$ cat src/rtl/core/centered_window_sum_mean_assert.svh
// assertion macros for the centered window sum and mean block
`ifndef CENTERED_WINDOW_SUM_MEAN_ASSERT_SVH
`define CENTERED_WINDOW_SUM_MEAN_ASSERT_SVH

// same-cycle implication, sampled on clk, off during reset
`define CWSM_ASSERT_NOW(label, ante, cons, msg) \
    label: assert property (@(posedge clk) disable iff (!rst_n) (ante) |-> (cons)) \
        else $error(msg);

// next-cycle implication, sampled on clk, off during reset
`define CWSM_ASSERT_NEXT(label, ante, cons, msg) \
    label: assert property (@(posedge clk) disable iff (!rst_n) (ante) |=> (cons)) \
        else $error(msg);

`endif

$ cat src/rtl/core/cwsm_pkg.sv
// types and constants shared by the centered window sum and mean block
`timescale 1ns / 1ps

package cwsm_pkg;

    // fixed field widths
    localparam int SAMPLE_BITS = 16;
    localparam int VALUE_W     = 22;
    localparam int RADIUS_W    = 5;
    localparam int CFG_DATA_W  = 5;
    localparam int CFG_INDEX_W = 1;
    localparam int SEEN_W      = 6;

    localparam logic [SEEN_W-1:0]   SEEN_MAX     = 6'd63;
    localparam logic [RADIUS_W-1:0] RADIUS_RESET = 5'd1;

    // configuration register indexes
    localparam logic [CFG_INDEX_W-1:0] REG_RADIUS    = 1'd0;
    localparam logic [CFG_INDEX_W-1:0] REG_MEAN_MODE = 1'd1;

    // input item
    typedef struct packed {
        logic signed [SAMPLE_BITS-1:0] sample;
        logic                          is_last;
    } cwsm_in_t;

    // result item
    typedef struct packed {
        logic signed [VALUE_W-1:0] value;
        logic                      end_of_stream;
    } cwsm_out_t;

    // control part of a window token moving down the cell chain
    typedef struct packed {
        logic valid;
        logic eos;
    } cwsm_tok_t;

    // issue sequencer states
    typedef enum logic {
        ST_IDLE,
        ST_ISSUE
    } cwsm_state_t;

endpackage

$ cat src/rtl/core/cwsm_mean.sv
// window mean by reciprocal multiply or the raw window sum, two register stages, mean truncating toward zero
`timescale 1ns / 1ps

module cwsm_mean
    import cwsm_pkg::*;
#(
    parameter int DEPTH = 33,
    parameter int IDX_W = 6,
    parameter int CNT_W = 6,
    parameter int SUM_W = 22
)
(
    input  logic                    clk,
    input  logic                    rst_n,
    input  logic                    advance,
    input  logic                    mean_mode,
    input  cwsm_tok_t               ctl_in,
    input  logic [CNT_W-1:0]        cnt_in,
    input  logic signed [SUM_W-1:0] sum_in,
    output cwsm_tok_t               ctl_out,
    output cwsm_out_t               res
);

    // magnitude stays below 2^MAG_W since the window depth is odd
    localparam int MAG_W  = SUM_W - 1;
    localparam int K      = MAG_W + IDX_W;
    localparam int M_W    = K + 1;
    localparam int PROD_W = MAG_W + M_W;
    localparam int LUT_N  = 2 ** CNT_W;
    localparam int WIDE   = (SUM_W > VALUE_W) ? SUM_W : VALUE_W;

    logic [M_W-1:0]          recip_lut [0:LUT_N-1];
    logic signed [SUM_W-1:0] abs_full;
    logic                    neg_in;

    cwsm_tok_t               s1_ctl_reg;
    logic signed [SUM_W-1:0] s1_sum_reg;
    logic                    s1_neg_reg;
    logic [MAG_W-1:0]        s1_mag_reg;
    logic [M_W-1:0]          s1_m_reg;

    cwsm_tok_t               s2_ctl_reg;
    logic signed [SUM_W-1:0] s2_sum_reg;
    logic                    s2_neg_reg;
    logic [PROD_W-1:0]       s2_prod_reg;

    logic [MAG_W-1:0]        quot;
    logic signed [SUM_W-1:0] quot_pos;
    logic signed [SUM_W-1:0] quot_s;
    logic signed [SUM_W-1:0] pick;
    logic signed [WIDE-1:0]  pick_wide;

    // reciprocal table: ceil(2^K / c) for every window count c
    for (genvar c = 0; c < LUT_N; c++)
    begin : g_recip
        localparam longint unsigned CDIV = (c == 0) ? 64'd1 : 64'(c);
        localparam longint unsigned RC   = (c == 0 || c > DEPTH) ? 64'd0 :
            ((64'd1 << K) + CDIV - 64'd1) / CDIV;
        assign recip_lut[c] = M_W'(RC);
    end

    // sign and magnitude of the window sum
    assign neg_in   = sum_in[SUM_W-1];
    assign abs_full = neg_in ? -sum_in : sum_in;

    // control of both stages
    always_ff @(posedge clk or negedge rst_n)
    begin
        if (!rst_n)
        begin
            s1_ctl_reg <= '0;
            s2_ctl_reg <= '0;
        end
        else if (advance)
        begin
            s1_ctl_reg <= ctl_in;
            s2_ctl_reg <= s1_ctl_reg;
        end
    end

    // stage one: magnitude and reciprocal, stage two: product
    always_ff @(posedge clk)
    begin
        if (advance)
        begin
            s1_sum_reg  <= sum_in;
            s1_neg_reg  <= neg_in;
            s1_mag_reg  <= abs_full[MAG_W-1:0];
            s1_m_reg    <= recip_lut[cnt_in];
            s2_sum_reg  <= s1_sum_reg;
            s2_neg_reg  <= s1_neg_reg;
            s2_prod_reg <= PROD_W'(s1_mag_reg) * PROD_W'(s1_m_reg);
        end
    end

    // quotient back to signed, then pick mean or raw sum
    assign quot      = s2_prod_reg[K +: MAG_W];
    assign quot_pos  = $signed({1'b0, quot});
    assign quot_s    = s2_neg_reg ? -quot_pos : quot_pos;
    assign pick      = mean_mode ? quot_s : s2_sum_reg;
    assign pick_wide = WIDE'(pick);

    assign ctl_out           = s2_ctl_reg;
    assign res.value         = pick_wide[VALUE_W-1:0];
    assign res.end_of_stream = s2_ctl_reg.eos;

endmodule

$ cat config.mk
export PLATFORM = sky130hd
export DESIGN_NAME = cwsm_mean
export DESIGN_NICKNAME = d
export VERILOG_FILES = /design/src/rtl/core/centered_window_sum_mean_assert.svh /design/src/rtl/core/cwsm_pkg.sv /design/src/rtl/core/cwsm_mean.sv
export SDC_FILE = /design/constraint.sdc
export NUM_CORES = 2
export LEC_CHECK = 0
export ABC_AREA = 0
export CORE_ASPECT_RATIO = 0.9
export CORE_MARGIN = 2
export CORE_UTILIZATION = 30
export DETAILED_ROUTE_END_ITERATION = 6
export DONT_BUFFER_PORTS = 1
export PLACE_DENSITY = 0.46
export SETUP_SLACK_MARGIN = 0.15
export SLEW_MARGIN = 5
export SYNTH_ARGS = -nofsm -noshare
export SYNTH_HDL_FRONTEND = slang
export SYNTH_SLANG_ARGS = --single-unit
export TNS_END_PERCENT = 5
$ cat constraint.sdc
create_clock -name clk -period 10.45 [get_ports clk]
set_input_delay 1.5675 -clock clk [delete_from_list [all_inputs] [get_ports clk]]
set_output_delay 1.5675 -clock clk [all_outputs]
set_load 0.02 [all_outputs]
==> results.py <==
metrics = {
    "critical_path": {
        "reg2reg_from": "s1_mag_reg[13]",
        "ff2ff_path_depth": 20,
        "critPathArrivalTime_ns": 7.98,
        "worstReg2RegEnd": "s2_prod_reg[47]",
        "crit_fanout": 19,
        "path_class": "reg -> reg",
        "endpoint_kind": "flip-flop",
        "r2r_setup_slack_ns": 2.73,
        "critPathRequiredTime_ns": 10.71,
        "startpoint_type": "flip-flop",
    },
    "synth": {
        "synth-main-ff-cell": "edfxtp_1",
        "synthCells": 2590,
        "synth_fp_nets": 3275,
        "avgSynthCellArea_sq_um": 9.37,
        "yosys_warnings": 0,
        "yosysSeqAreaShare": 0.144,
        "synth.distinct_cells": 80,
        "async_reset_ff_frac": 0.0342,
        "synth-edff-count": 113,
        "syn_area_sq_um": 24300,
        "synth-seq-cells": 117,
    },
    "finish": {
        "final_common_cell": "inv_1",
        "largest_register_ff_count": 28,
        "final_cell_mix": "inv_1 (547), fa_1 (489), nand2_1 (361)",
        "layout.cells.non_filler": 3560,
        "nets": 3181,
        "layout-drive-gt1-share": 0.0422,
        "fin_area_sq_um": 25900,
        "area_delta_synth_final_pct": 6.79,
        "nFillCells": 8224,
        "multi_input_area_sq_um": 18100,
        "seq_area_sq_um": 3490,
    },
    "worst_hold_path": {
        "holdPathStages": 0,
        "min_to": "s2_sum_reg[15]",
        "min_from": "s1_sum_reg[15]",
        "hold_path.class": "reg -> reg",
    },
    "cts": {
        "path_clk_slew_ns": 0.07,
        "numCtsBuffers": 17,
        "cts-resized-gates": 0,
        "cts-root-buf": "clkbuf_16",
        "htree_levels": 4,
        "hold_buffers": 0,
        "clock_path_buffers": 2,
        "cts.sinks": 117,
        "clk_latency_ns": 0.44,
        "cts_tree": "built",
        "post_cts_buffers": 0,
    },
    "floorplanning": {
        "die_width_um": 304,
        "core_sq_um": 79800,
        "die-area_sq_um": 83200,
        "start_util": 0.304,
        "pin_count": 59,
        "placementRows": 98,
        "die_h_um": 274,
    },
    "global_routing": {
        "grt_pass1_vias": 18800,
        "grt_usage": 0.169,
        "gr-total-overflow": 0,
        "grt_pass1_wl_mm": 109,
        "antenna_found_initial": 7,
        "grt_max_degree": 118,
    },
    "drt": {
        "dr.pass1.iters": 7,
        "drt-initial-drc-count": 922,
        "totalWireLength_mm": 67.8,
        "viasPerCell": 4.74,
        "wirelength_met1_mm": 29.6,
        "highest_layer": "met4",
        "num_vias": 16900,
        "drcViolationCount": 2,
        "routedWlPerCell_um": 19.1,
        "wl_met3_mm": 3.09,
        "antenna_left": 0,
        "dr_wl_met2_mm": 34.0,
    },
    "outcome": {
        "status": "finished, violations left",
        "violations": "DRC",
    },
    "timing": {
        "period_share": 0.739,
        "setup_violations": 0,
        "tightestPinTransition_ns": 1.18,
        "fmax_ghz": 0.129,
        "relSlewSlack": 0.212,
        "finalMaxSlewViolations": 0,
        "setup_tns_ns": 0,
        "hold_viol": 0,
        "setup_slack_ns": 2.73,
        "fin_crit_ns": 7.72,
        "rsz0062_at_grt": "false",
        "skew_ns": 0.0145,
    },
    "place": {
        "pre_cts_ws_ns": 2.81,
        "dpl.cell_count": 3527,
        "placed_cell_area_sq_um": 25300,
        "io_buffers": 0,
        "gp_congestion": 0.834,
        "place_hpwl_mm": 50.5,
    },
    "job": {
        "drv_cap": 0,
    },
}
==> worst max-delay path, cell delays in order, from the launching register on <==
cell and delay, ns:
edfxtp_1 0.80, buf_4 0.42, nand2_1 0.13, fa_1 0.50
fa_1 0.51, fa_1 0.56, inv_1 0.05, fa_1 0.51
fa_1 0.46, fa_1 0.51, inv_1 0.05, fa_1 0.47
inv_1 0.04, ha_1 0.33, a21o_1 0.26, a21oi_1 0.40
o221ai_1 0.26, nor3_1 0.49, nor3_1 0.23, or2_1 0.31
o311ai_1 0.27
==> how the worst max path moves through the flow <==
stage	startpoint	to	slack, ns	depth (start not counted)
finish	s1_mag_reg[13]	s2_prod_reg[47]	2.73	20
global placement	s1_mag_reg[13]	s2_prod_reg[46]	2.87	21
global route	s1_mag_reg[13]	s2_prod_reg[35]	2.46	21
detailed placement	s1_mag_reg[13]	s2_prod_reg[35]	2.81	21
CTS	s1_mag_reg[13]	s2_prod_reg[46]	2.80	21
floorplan	s1_mag_reg[6]	s2_prod_reg[46]	3.73	24
==> routing by layer <==
layer	global-route usage	up-vias
li1	-	7643
met1	0.222	8764
met2	0.302	413
met3	0.0173	68
met4	0.0373	0
met5	0	-
==> cell type report <==
cell class	count	area share
diodes	1	0.0000965
clock buffers	17	0.0164
clock inverters	15	0.00801
inverters	550	0.0796
multi-input cells	1770	0.699
flip-flops and latches	117	0.135
well taps	1050	0.0507
repair buffers	40	0.0116
==> synthesized netlist by cell type (3+ instances only) <==
cell type / instances / area [sq um]
o211ai_1: 7 / 52.6
edfxtp_1: 113 / 3390
o221ai_1: 5 / 43.8
buf_1: 6 / 22.5
a211oi_1: 10 / 75.1
dfrtp_1: 4 / 100
a21o_1: 19 / 143
nand3b_1: 3 / 22.5
nand2b_1: 6 / 37.5
nand2_1: 361 / 1360
xor2_1: 27 / 236
mux2i_1: 3 / 30.0
a21oi_1: 69 / 345
and3_1: 4 / 25.0
fa_1: 489 / 9790
nor2_1: 53 / 199
o41ai_1: 5 / 43.8
inv_1: 547 / 2050
clkbuf_1: 142 / 533
o31ai_2: 4 / 50.1
a31oi_1: 10 / 62.6
nand4_1: 9 / 56.3
nor3_1: 13 / 65.1
a311oi_1: 3 / 26.3
or3_4: 3 / 33.8
o21ai_0: 56 / 280
ha_1: 162 / 2030
mux2_2: 8 / 90.1
o21bai_1: 8 / 60.1
nand3_1: 24 / 120
o31ai_1: 10 / 75.1
xnor2_1: 36 / 315
and2_1: 302 / 1890
nor4_1: 5 / 31.3
o22ai_1: 3 / 18.8
nor2b_1: 9 / 56.3
==> stage by stage <==
stage               hold WS, ns   util
finish                    0.415  0.325
global route              0.422  0.325
CTS                       0.415  0.325
detailed placement        0.405  0.317
global placement          0.401  0.317
floorplan                 0.400      -
==> kinds of logic (layout without fill, tap and decap cells) <==
family,count (synthesis),after routing,synth area share
xor gates and xnor gates,63,63,0.0227
muxes,13,13,0.00649
other,0,1,0
DFF,117,117,0.144
and+or+nand+nor,809,809,0.166
AOI/OAI and AO/OA,234,234,0.0640
adders and majority gates,651,651,0.487
buffers and inverters,703,622,0.110
Power is not shown: default switching activity piles up to over one toggle a cycle in this logic, so the estimate is an artifact.
