$ cat config.mk
export PLATFORM = sky130hd
export DESIGN_NAME = cwsm_cell
export DESIGN_NICKNAME = d
export VERILOG_FILES = /design/src/rtl/core/centered_window_sum_mean_assert.svh /design/src/rtl/core/cwsm_pkg.sv /design/src/rtl/core/cwsm_cell.sv
export SDC_FILE = /design/constraint.sdc
export NUM_CORES = 1
export LEC_CHECK = 0
export BUFFER_PORTS_ARGS = -buffer_cell sky130_fd_sc_hd__buf_4
export CAP_MARGIN = 15
export CELL_PAD_IN_SITES_DETAIL_PLACEMENT = 1
export CELL_PAD_IN_SITES_GLOBAL_PLACEMENT = 1
export CORE_ASPECT_RATIO = 0.75
export CORE_MARGIN = 4
export CORE_UTILIZATION = 37
export DETAILED_ROUTE_END_ITERATION = 10
export MAX_ROUTING_LAYER = met4
export PLACE_DENSITY_LB_ADDON = 0.1
export SLEW_MARGIN = 20
export SYNTH_ARGS = -nofsm -noshare
export SYNTH_HDL_FRONTEND = slang
export SYNTH_SLANG_ARGS = --single-unit
$ cat constraint.sdc
create_clock -name clk -period 3.1 [get_ports clk]
set_clock_uncertainty 0.05 [all_clocks]
set_input_delay 0.93 -clock clk [delete_from_list [all_inputs] [get_ports clk]]
set_output_delay 0.93 -clock clk [all_outputs]
set_load 0.01 [all_outputs]
$ cat src/rtl/core/centered_window_sum_mean_assert.svh
// assertion macros for the centered window sum and mean block
`ifndef CENTERED_WINDOW_SUM_MEAN_ASSERT_SVH
`define CENTERED_WINDOW_SUM_MEAN_ASSERT_SVH

// same-cycle implication, sampled on clk, off during reset
`define CWSM_ASSERT_NOW(label, ante, cons, msg) \
    label: assert property (@(posedge clk) disable iff (!rst_n) (ante) |-> (cons)) \
        else $error(msg);

// next-cycle implication, sampled on clk, off during reset
`define CWSM_ASSERT_NEXT(label, ante, cons, msg) \
    label: assert property (@(posedge clk) disable iff (!rst_n) (ante) |=> (cons)) \
        else $error(msg);

`endif

$ cat src/rtl/core/cwsm_pkg.sv
// types and constants shared by the centered window sum and mean block
`timescale 1ns / 1ps

package cwsm_pkg;

    // fixed field widths
    localparam int SAMPLE_BITS = 16;
    localparam int VALUE_W     = 22;
    localparam int RADIUS_W    = 5;
    localparam int CFG_DATA_W  = 5;
    localparam int CFG_INDEX_W = 1;
    localparam int SEEN_W      = 6;

    localparam logic [SEEN_W-1:0]   SEEN_MAX     = 6'd63;
    localparam logic [RADIUS_W-1:0] RADIUS_RESET = 5'd1;

    // configuration register indexes
    localparam logic [CFG_INDEX_W-1:0] REG_RADIUS    = 1'd0;
    localparam logic [CFG_INDEX_W-1:0] REG_MEAN_MODE = 1'd1;

    // input item
    typedef struct packed {
        logic signed [SAMPLE_BITS-1:0] sample;
        logic                          is_last;
    } cwsm_in_t;

    // result item
    typedef struct packed {
        logic signed [VALUE_W-1:0] value;
        logic                      end_of_stream;
    } cwsm_out_t;

    // control part of a window token moving down the cell chain
    typedef struct packed {
        logic valid;
        logic eos;
    } cwsm_tok_t;

    // issue sequencer states
    typedef enum logic {
        ST_IDLE,
        ST_ISSUE
    } cwsm_state_t;

endpackage

$ cat src/rtl/core/cwsm_cell.sv
// one cell of the window chain: holds one sample and adds it to passing tokens whose window covers it
`timescale 1ns / 1ps

module cwsm_cell
    import cwsm_pkg::*;
#(
    parameter int POS   = 0,
    parameter int IDX_W = 6,
    parameter int CNT_W = 6,
    parameter int SUM_W = 22
)
(
    input  logic                          clk,
    input  logic                          rst_n,
    input  logic                          shift,
    input  logic                          advance,
    input  logic signed [SAMPLE_BITS-1:0] sample_in,
    output logic signed [SAMPLE_BITS-1:0] sample_out,
    input  cwsm_tok_t                     ctl_in,
    input  logic [IDX_W-1:0]              lo_in,
    input  logic [IDX_W-1:0]              hi_in,
    input  logic [CNT_W-1:0]              cnt_in,
    input  logic signed [SUM_W-1:0]       sum_in,
    output cwsm_tok_t                     ctl_out,
    output logic [IDX_W-1:0]              lo_out,
    output logic [IDX_W-1:0]              hi_out,
    output logic [CNT_W-1:0]              cnt_out,
    output logic signed [SUM_W-1:0]       sum_out
);

    localparam logic [IDX_W-1:0] MY_POS = IDX_W'(POS);

    logic signed [SAMPLE_BITS-1:0] sample_reg;
    cwsm_tok_t                     ctl_reg;
    logic [IDX_W-1:0]              lo_reg;
    logic [IDX_W-1:0]              hi_reg;
    logic [CNT_W-1:0]              cnt_reg;
    logic signed [SUM_W-1:0]       sum_reg;
    logic                          hit;
    logic signed [SUM_W-1:0]       sum_next;

    // sample line shifts by one place per accepted item
    always_ff @(posedge clk)
    begin
        if (shift)
        begin
            sample_reg <= sample_in;
        end
    end

    // this sample belongs to the token's window when its position is in range
    assign hit      = ctl_in.valid && (lo_in <= MY_POS) && (hi_in >= MY_POS);
    assign sum_next = hit ? (sum_in + SUM_W'(sample_reg)) : sum_in;

    // token control
    always_ff @(posedge clk or negedge rst_n)
    begin
        if (!rst_n)
        begin
            ctl_reg <= '0;
        end
        else if (advance)
        begin
            ctl_reg <= ctl_in;
        end
    end

    // token payload
    always_ff @(posedge clk)
    begin
        if (advance)
        begin
            lo_reg  <= lo_in;
            hi_reg  <= hi_in;
            cnt_reg <= cnt_in;
            sum_reg <= sum_next;
        end
    end

    assign sample_out = sample_reg;
    assign ctl_out    = ctl_reg;
    assign lo_out     = lo_reg;
    assign hi_out     = hi_reg;
    assign cnt_out    = cnt_reg;
    assign sum_out    = sum_reg;

endmodule

==> results.toml, run 1 <==
[floorplan]
effective_utilization_at_floorplan_pct = 38.7
vert_die_dim_um = 87.5
fp.dieW_um = 114
core_area_um2 = 8060
num_rows = 28
floorplan.io_pins = 120
die_area_um2 = 9980

[detailed_routing]
post-route-drc-count = 0
detail_route.wl_per_cell_um = 18.3
routed_wl_um = 9640
via_count = 2764
drt_iter0_drc = 97
detail_route.vias_per_cell = 5.25
antenna_left = 0
detail_route.first_pass.iterations = 4

[synthesis]
synthCells = 263
synth_edf_count = 56
post-synth-top-area-cell = "edfxtp_1"
synth-main-ff-cell = "edfxtp_1"
ys_async_sr_fraction_pct = 3.45
yosysWarningCount = 0
syn_area_per_cell_um2 = 11.9
synth.distinct_cells = 51
synth_top_area_share_pct = 53.9
netlist_area_um2 = 3120
seq_area_frac_synth_pct = 55.5
synth_commonest_cells = "edfxtp_1 (56), nand2_1 (35), ha_1 (21)"
yosysMostFrequentCell = "edfxtp_1"
flops_latches_synth = 58
synthesis.nets = 347
synthTopCellsByArea = "edfxtp_1 (54%), ha_1 (8.4%), nand2_1 (4.2%)"

[power]
power_per_cell_area_nw_per_um2 = 529
peakVddDrop_mv = 0.288
power.switching_w = 0.000667
power.share.combinational_pct = 23.4
cellInternalPower_w = 0.00177
fin_total_pwr_w = 0.00244
sw_frac_of_total_pct = 27.4
power.share.sequential_pct = 39.1
power.clock.fraction_pct = 37.5
power.leakage_nw = 2.05

[cts]
clock_tree_from_tritoncts = "done"
htreeDepth = 3
cts_resized = 0
max-clock-path-buffers = 2
postCtsHoldBufs = 0
worst_skew_pair.late_latency_ns = 0.33
clock_tree.root_cell = "clkbuf_16"
number_of_cts_inserted_buffers = 9
clk_transition_reported_paths_ns = 0.05
cts.sink_count = 58
post_cts.repair.setup_buffers = 0

[setup_path]
critical_path_required_time_ns = 3.19
master_of_the_slowest_instance_on_the_critical_path = "fa_1"
timing.reg2reg.worst_path_depth = 9
crit_path_class = "in -> reg"
startpoint_type = "primary input"
cell_chain_critical_path = "buf_4 > ha_1 > fa_1 > a21o_1 > a221oi_2 > buf_4 > a311o_1 > a21oi_1 > o21a_1 > o31ai_1"
crit_path_max_incr_delay_ns = 0.41
critical-path-top-cell-by-count = "buf_4"
worstSetupEndpointType = "register"
critPathMaxFanout = 4
data_arrival_time_of_the_worst_path_ns = 3.01

[run]
cap_violations = 0

[placement]
placement_stage_cell_area_um2 = 4330
io_buffer_count = 119
gp_congestion = 0.904
detailed_place_hpwl_um = 7500
place_worst_setup_slack_ns = -0.136

[global_routing]
grt_max_degree = 43
grt.busiest_layer = "met2"
global_route.usage.total_pct = 20.2
antenna_found_initial = 0
globalRouteMet1Util_pct = 26.2
global_route.overflow_total = 0
first_pass_grt_wire_length_um = 15300
groute.layer.met2.usage_pct = 32.5
gr-usage-met3_pct = 5.00
grt_pass1_vias = 2994

[hold_path]
min_path_type = "in -> async"

[sta]
worst-slew-pin-transition_ns = 0.567
post-route-min-period_ns = 2.92
fin_setup_tns_ns = 0
rsz0062_at_grt = "no"
timing.final.hold_violations = 0
setup-violations-final = 0
finalMaxSlewViolations = 0
setup_ws_ns = 0.183
worst_slew_margin_rel_pct = 61.8
achievable-frequency_mhz = 343
final_min_period_over_clock_period_pct = 94.1

[finish]
synthToLayoutAreaGrowth_pct = 47.7
share_of_layout_cells_above_drive_strength_1_pct = 40.9
final_nets = 500
n_antenna_cell = 0
fin_area_um2 = 4610

[run_status]
outcome = "finished, final reports clean"
-- flip-flops by register name, summed over array words and instances, names as in the netlist --
name,count
cnt_out,6
hi_out,6
sample_out,16
ctl_out,2
sum_out,22
lo_out,6
-- critical path: cells and delay by family --
family / cells / cell delay (ns)
AO/OA/AOI/OAI: 6 / 1.16
adder cells (fa/ha/maj): 2 / 0.62
buffers and inverters: 2 / 0.30
-- cell usage in the layout, fill, tap and decap left out, types with 2 or more instances in the layout --
| master | n |
|---|---|
| o21a_1 | 5 |
| inv_1 | 3 |
| o31ai_1 | 5 |
| xnor2_1 | 5 |
| nor2_1 | 10 |
| o21ai_0 | 20 |
| nand4_1 | 5 |
| nand2_1 | 35 |
| a21oi_1 | 18 |
| or3_1 | 2 |
| a211o_1 | 2 |
| nor4_1 | 2 |
| and4_1 | 2 |
| a31oi_1 | 2 |
| a21boi_0 | 2 |
| a311oi_1 | 2 |
| a21o_1 | 8 |
| edfxtp_1 | 56 |
| a221o_1 | 2 |
| xor2_1 | 8 |
| clkbuf_16 | 9 |
| nand2b_1 | 2 |
| nor3_1 | 7 |
| ha_1 | 21 |
| nand3_1 | 2 |
| mux2_2 | 2 |
| o211ai_1 | 2 |
| dfrtp_1 | 2 |
| clkinv_2 | 3 |
| and3_1 | 3 |
| a211oi_1 | 2 |
| buf_4 | 150 |
-- path summary, 6_finish.rpt --
path | start | end | slack (ns)
setup / recovery | sum_in[0] | sum_out[20]$_DFFE_PP_ | 0.18
hold / removal | rst_n | ctl_out[1]$_DFFE_PN0P_ | 0.33
setup reg to reg | sample_out[0]$_DFFE_PP_ | sum_out[20]$_DFFE_PP_ | 0.45
hold reg to reg | ctl_out[1]$_DFFE_PN0P_ | ctl_out[1]$_DFFE_PN0P_ | 0.48
max in group asynchronous | rst_n | ctl_out[0]$_DFFE_PN0P_ | 2.58
min in group clk | ctl_out[1]$_DFFE_PN0P_ | ctl_out[1]$_DFFE_PN0P_ | 0.48
-- logic make-up (layout without fill, tap and decap cells) --
logic type	after synthesis	after routing	share of synthesized area [%]
mux	2	2	0.722
compound gates	81	81	17.6
buf+inv	11	169	1.72
simple gates	76	76	11.7
flops	58	58	55.5
fa+ha+maj	22	22	9.07
xor+xnor	13	13	3.65
-- routing by layer --
metal  wire [µm]  vias up
met2        4450      108
met1        4410     1318
met3         706        9
met4          74        0
li1            -     1329
met5           0        -
-- metrics by stage --
step           utilization [%]  hold slack, ns  instances
6_report                  57.2           0.328        526
3_5_place_dp              53.8           0.464        510
4_1_cts                   57.2           0.320        526
3_3_place_gp              53.8           0.449        510
5_1_grt                   57.2           0.318        526
2_1_floorplan                -           0.501        263
-- power groups by stage --
stage	registers [W]	clock network (W)	logic (W)
after floorplan	0.000991	0	0.000245
after global placement	0.000965	0	0.000550
after detailed placement	0.000968	0	0.000569
after CTS	0.000953	0.000942	0.000574
after global routing	0.000958	0.000979	0.000627
final	0.000953	0.000915	0.000570
-- cell type report --
type                    instances  area, µm²
multi-input cells             194       1330
clock buffers                  11        243
repair buffers                150       1130
flip-flops and latches         58       1730
well taps                     105        131
inverters                       3       11.3
clock inverters                 5       31.3
fillers                       889       3450
(Power assumes the default switching activity.)
==> run 2, diff against run 1 <==
- CELL_PAD_IN_SITES_GLOBAL_PLACEMENT: 1 -> 2
- CORE_UTILIZATION: 37 -> 30
==> results.toml, run 2 (synthesis gave the netlist of run 1 again) <==
[run_status]
outcome = "finished, final reports clean"

[cts]
number_of_cts_inserted_buffers = 9
cts_resized = 0
cts.sink_count = 58
clk_transition_reported_paths_ns = 0.06
max-clock-path-buffers = 2
post_cts.repair.setup_buffers = 0
clock_tree_from_tritoncts = "done"
postCtsHoldBufs = 0
clock_tree.root_cell = "clkbuf_16"
htreeDepth = 3
worst_skew_pair.late_latency_ns = 0.32

[setup_path]
timing.reg2reg.worst_path_depth = 9
data_arrival_time_of_the_worst_path_ns = 2.97
r2r_end = "sum_out[16]$_DFFE_PP_"
timing.reg2reg.setup_slack_ns = 0.48
crit_path_class = "in -> reg"
worstSetupStartpoint = "sum_in[0]"
critPathMaxFanout = 4
startpoint_type = "primary input"
critical_path_required_time_ns = 3.20
reg2reg_from = "sample_out[0]$_DFFE_PP_"
worstSetupEndpointType = "register"

[sta]
finalMaxSlewViolations = 0
worst_slew_margin_rel_pct = 60.0
setup_ws_ns = 0.227
worst-slew-pin-transition_ns = 0.600
timing.final.hold_violations = 0
rsz0062_at_grt = "no"
achievable-frequency_mhz = 348
post-route-min-period_ns = 2.87
finalHoldWorstSlack_ns = 0.327
final_min_period_over_clock_period_pct = 92.7
setup-violations-final = 0

[detailed_routing]
routed_wl_um = 9550
detail_route.vias_per_cell = 4.91
post-route-drc-count = 0
antenna_left = 0
via_count = 2735
drt_iter0_drc = 117
detail_route.wl_per_cell_um = 17.1
detail_route.first_pass.iterations = 4

[global_routing]
first_pass_grt_wire_length_um = 15200
grt_pass1_vias = 2866
global_route.overflow_total = 0
global_route.usage.total_pct = 16.7
antenna_found_initial = 0
grt_max_degree = 43

[placement]
io_buffer_count = 119
place_worst_setup_slack_ns = -0.109
gp_congestion = 0.839
dp.cells = 541
detailed_place_hpwl_um = 7500

[floorplan]
effective_utilization_at_floorplan_pct = 31.5
vert_die_dim_um = 96.3
num_rows = 31
floorplan.io_pins = 120
core_area_um2 = 9890
fp.dieW_um = 126
die_area_um2 = 12100

[run]
cap_violations = 0

[finish]
n_antenna_cell = 0
largest_register_ff_count = 22
finalCoreUtilization_pct = 47.4
stdcell_count = 557
share_of_layout_cells_above_drive_strength_1_pct = 41.6
layout_common_cells = "buf_4 (154), edfxtp_1 (56), nand2_1 (35)"
layout_commonest_cell = "buf_4"
synthToLayoutAreaGrowth_pct = 50.4
final_nets = 504

[power]
power.leakage_nw = 2.07
fin_total_pwr_w = 0.00249
peakVddDrop_mv = 0.289
power_per_cell_area_nw_per_um2 = 532

[hold_path]
min_path_type = "in -> async"
run 2: cell count changes in the layout (fill, tap and decap cells not counted), sizes merged:
cell / delta
inv: +1
buf: +4
bufinv: +1
clkinvlp: +1
clkinv: -1
clkbuf: -2
run 2: routing by layer:
metal  track usage [%]  vias up  wire [µm]  part of all wire [%]
met1              22.7     1298       4780                    50
li1                  -     1333          -                     -
met4              4.91        0         97                   1.0
met2              24.4       97       4080                    43
met5                 -        -          0                     0
met3              4.71        7        588                   6.2
run 2: worst max path at each step:
stage	endpoint	slack, ns	depth (start not counted)
2_1_floorplan	sum_out[16]$_DFFE_PP_	0.16	8
3_3_place_gp	sum_out[19]$_DFFE_PP_	-0.09	9
3_5_place_dp	sum_out[16]$_DFFE_PP_	-0.11	10
4_1_cts	sum_out[16]$_DFFE_PP_	0.24	10
5_1_grt	sum_out[16]$_DFFE_PP_	0.09	10
6_report	sum_out[16]$_DFFE_PP_	0.23	10
run 2: cell type report:
type / count / area, µm²
Clock buffer: 9 / 225
Multi-Input combinational cell: 194 / 1330
Tap cell: 132 / 165
Inverter: 3 / 11.3
Sequential cell: 58 / 1730
Fill cell: 1098 / 5200
Clock inverter: 7 / 68.8
Timing Repair Buffer: 154 / 1160
run 2: stage by stage:
stage                     instance area (µm²)  TNS [ns]
final                                    4690         0
after global routing                     4690         0
after CTS                                4690         0
after detailed placement                 4400    -0.377
after global placement                   4400    -0.137
after floorplan                          3120         0
run 2: critical path, stage by stage:
cell	delay [ns]
buf_4	0.11
ha_1	0.20
fa_1	0.39
a21o_1	0.22
a221oi_2	0.21
buf_4	0.17
a311oi_1	0.15
o21ai_0	0.25
a21oi_1	0.11
o31ai_1	0.23
run 2: power by group:
group          switching, W  total (W)  internal [W]  leakage [nW]
clock              0.000356   0.000976      0.000619         0.142
sequential        0.0000249   0.000950      0.000925         0.572
combinational      0.000282   0.000569      0.000287          1.36
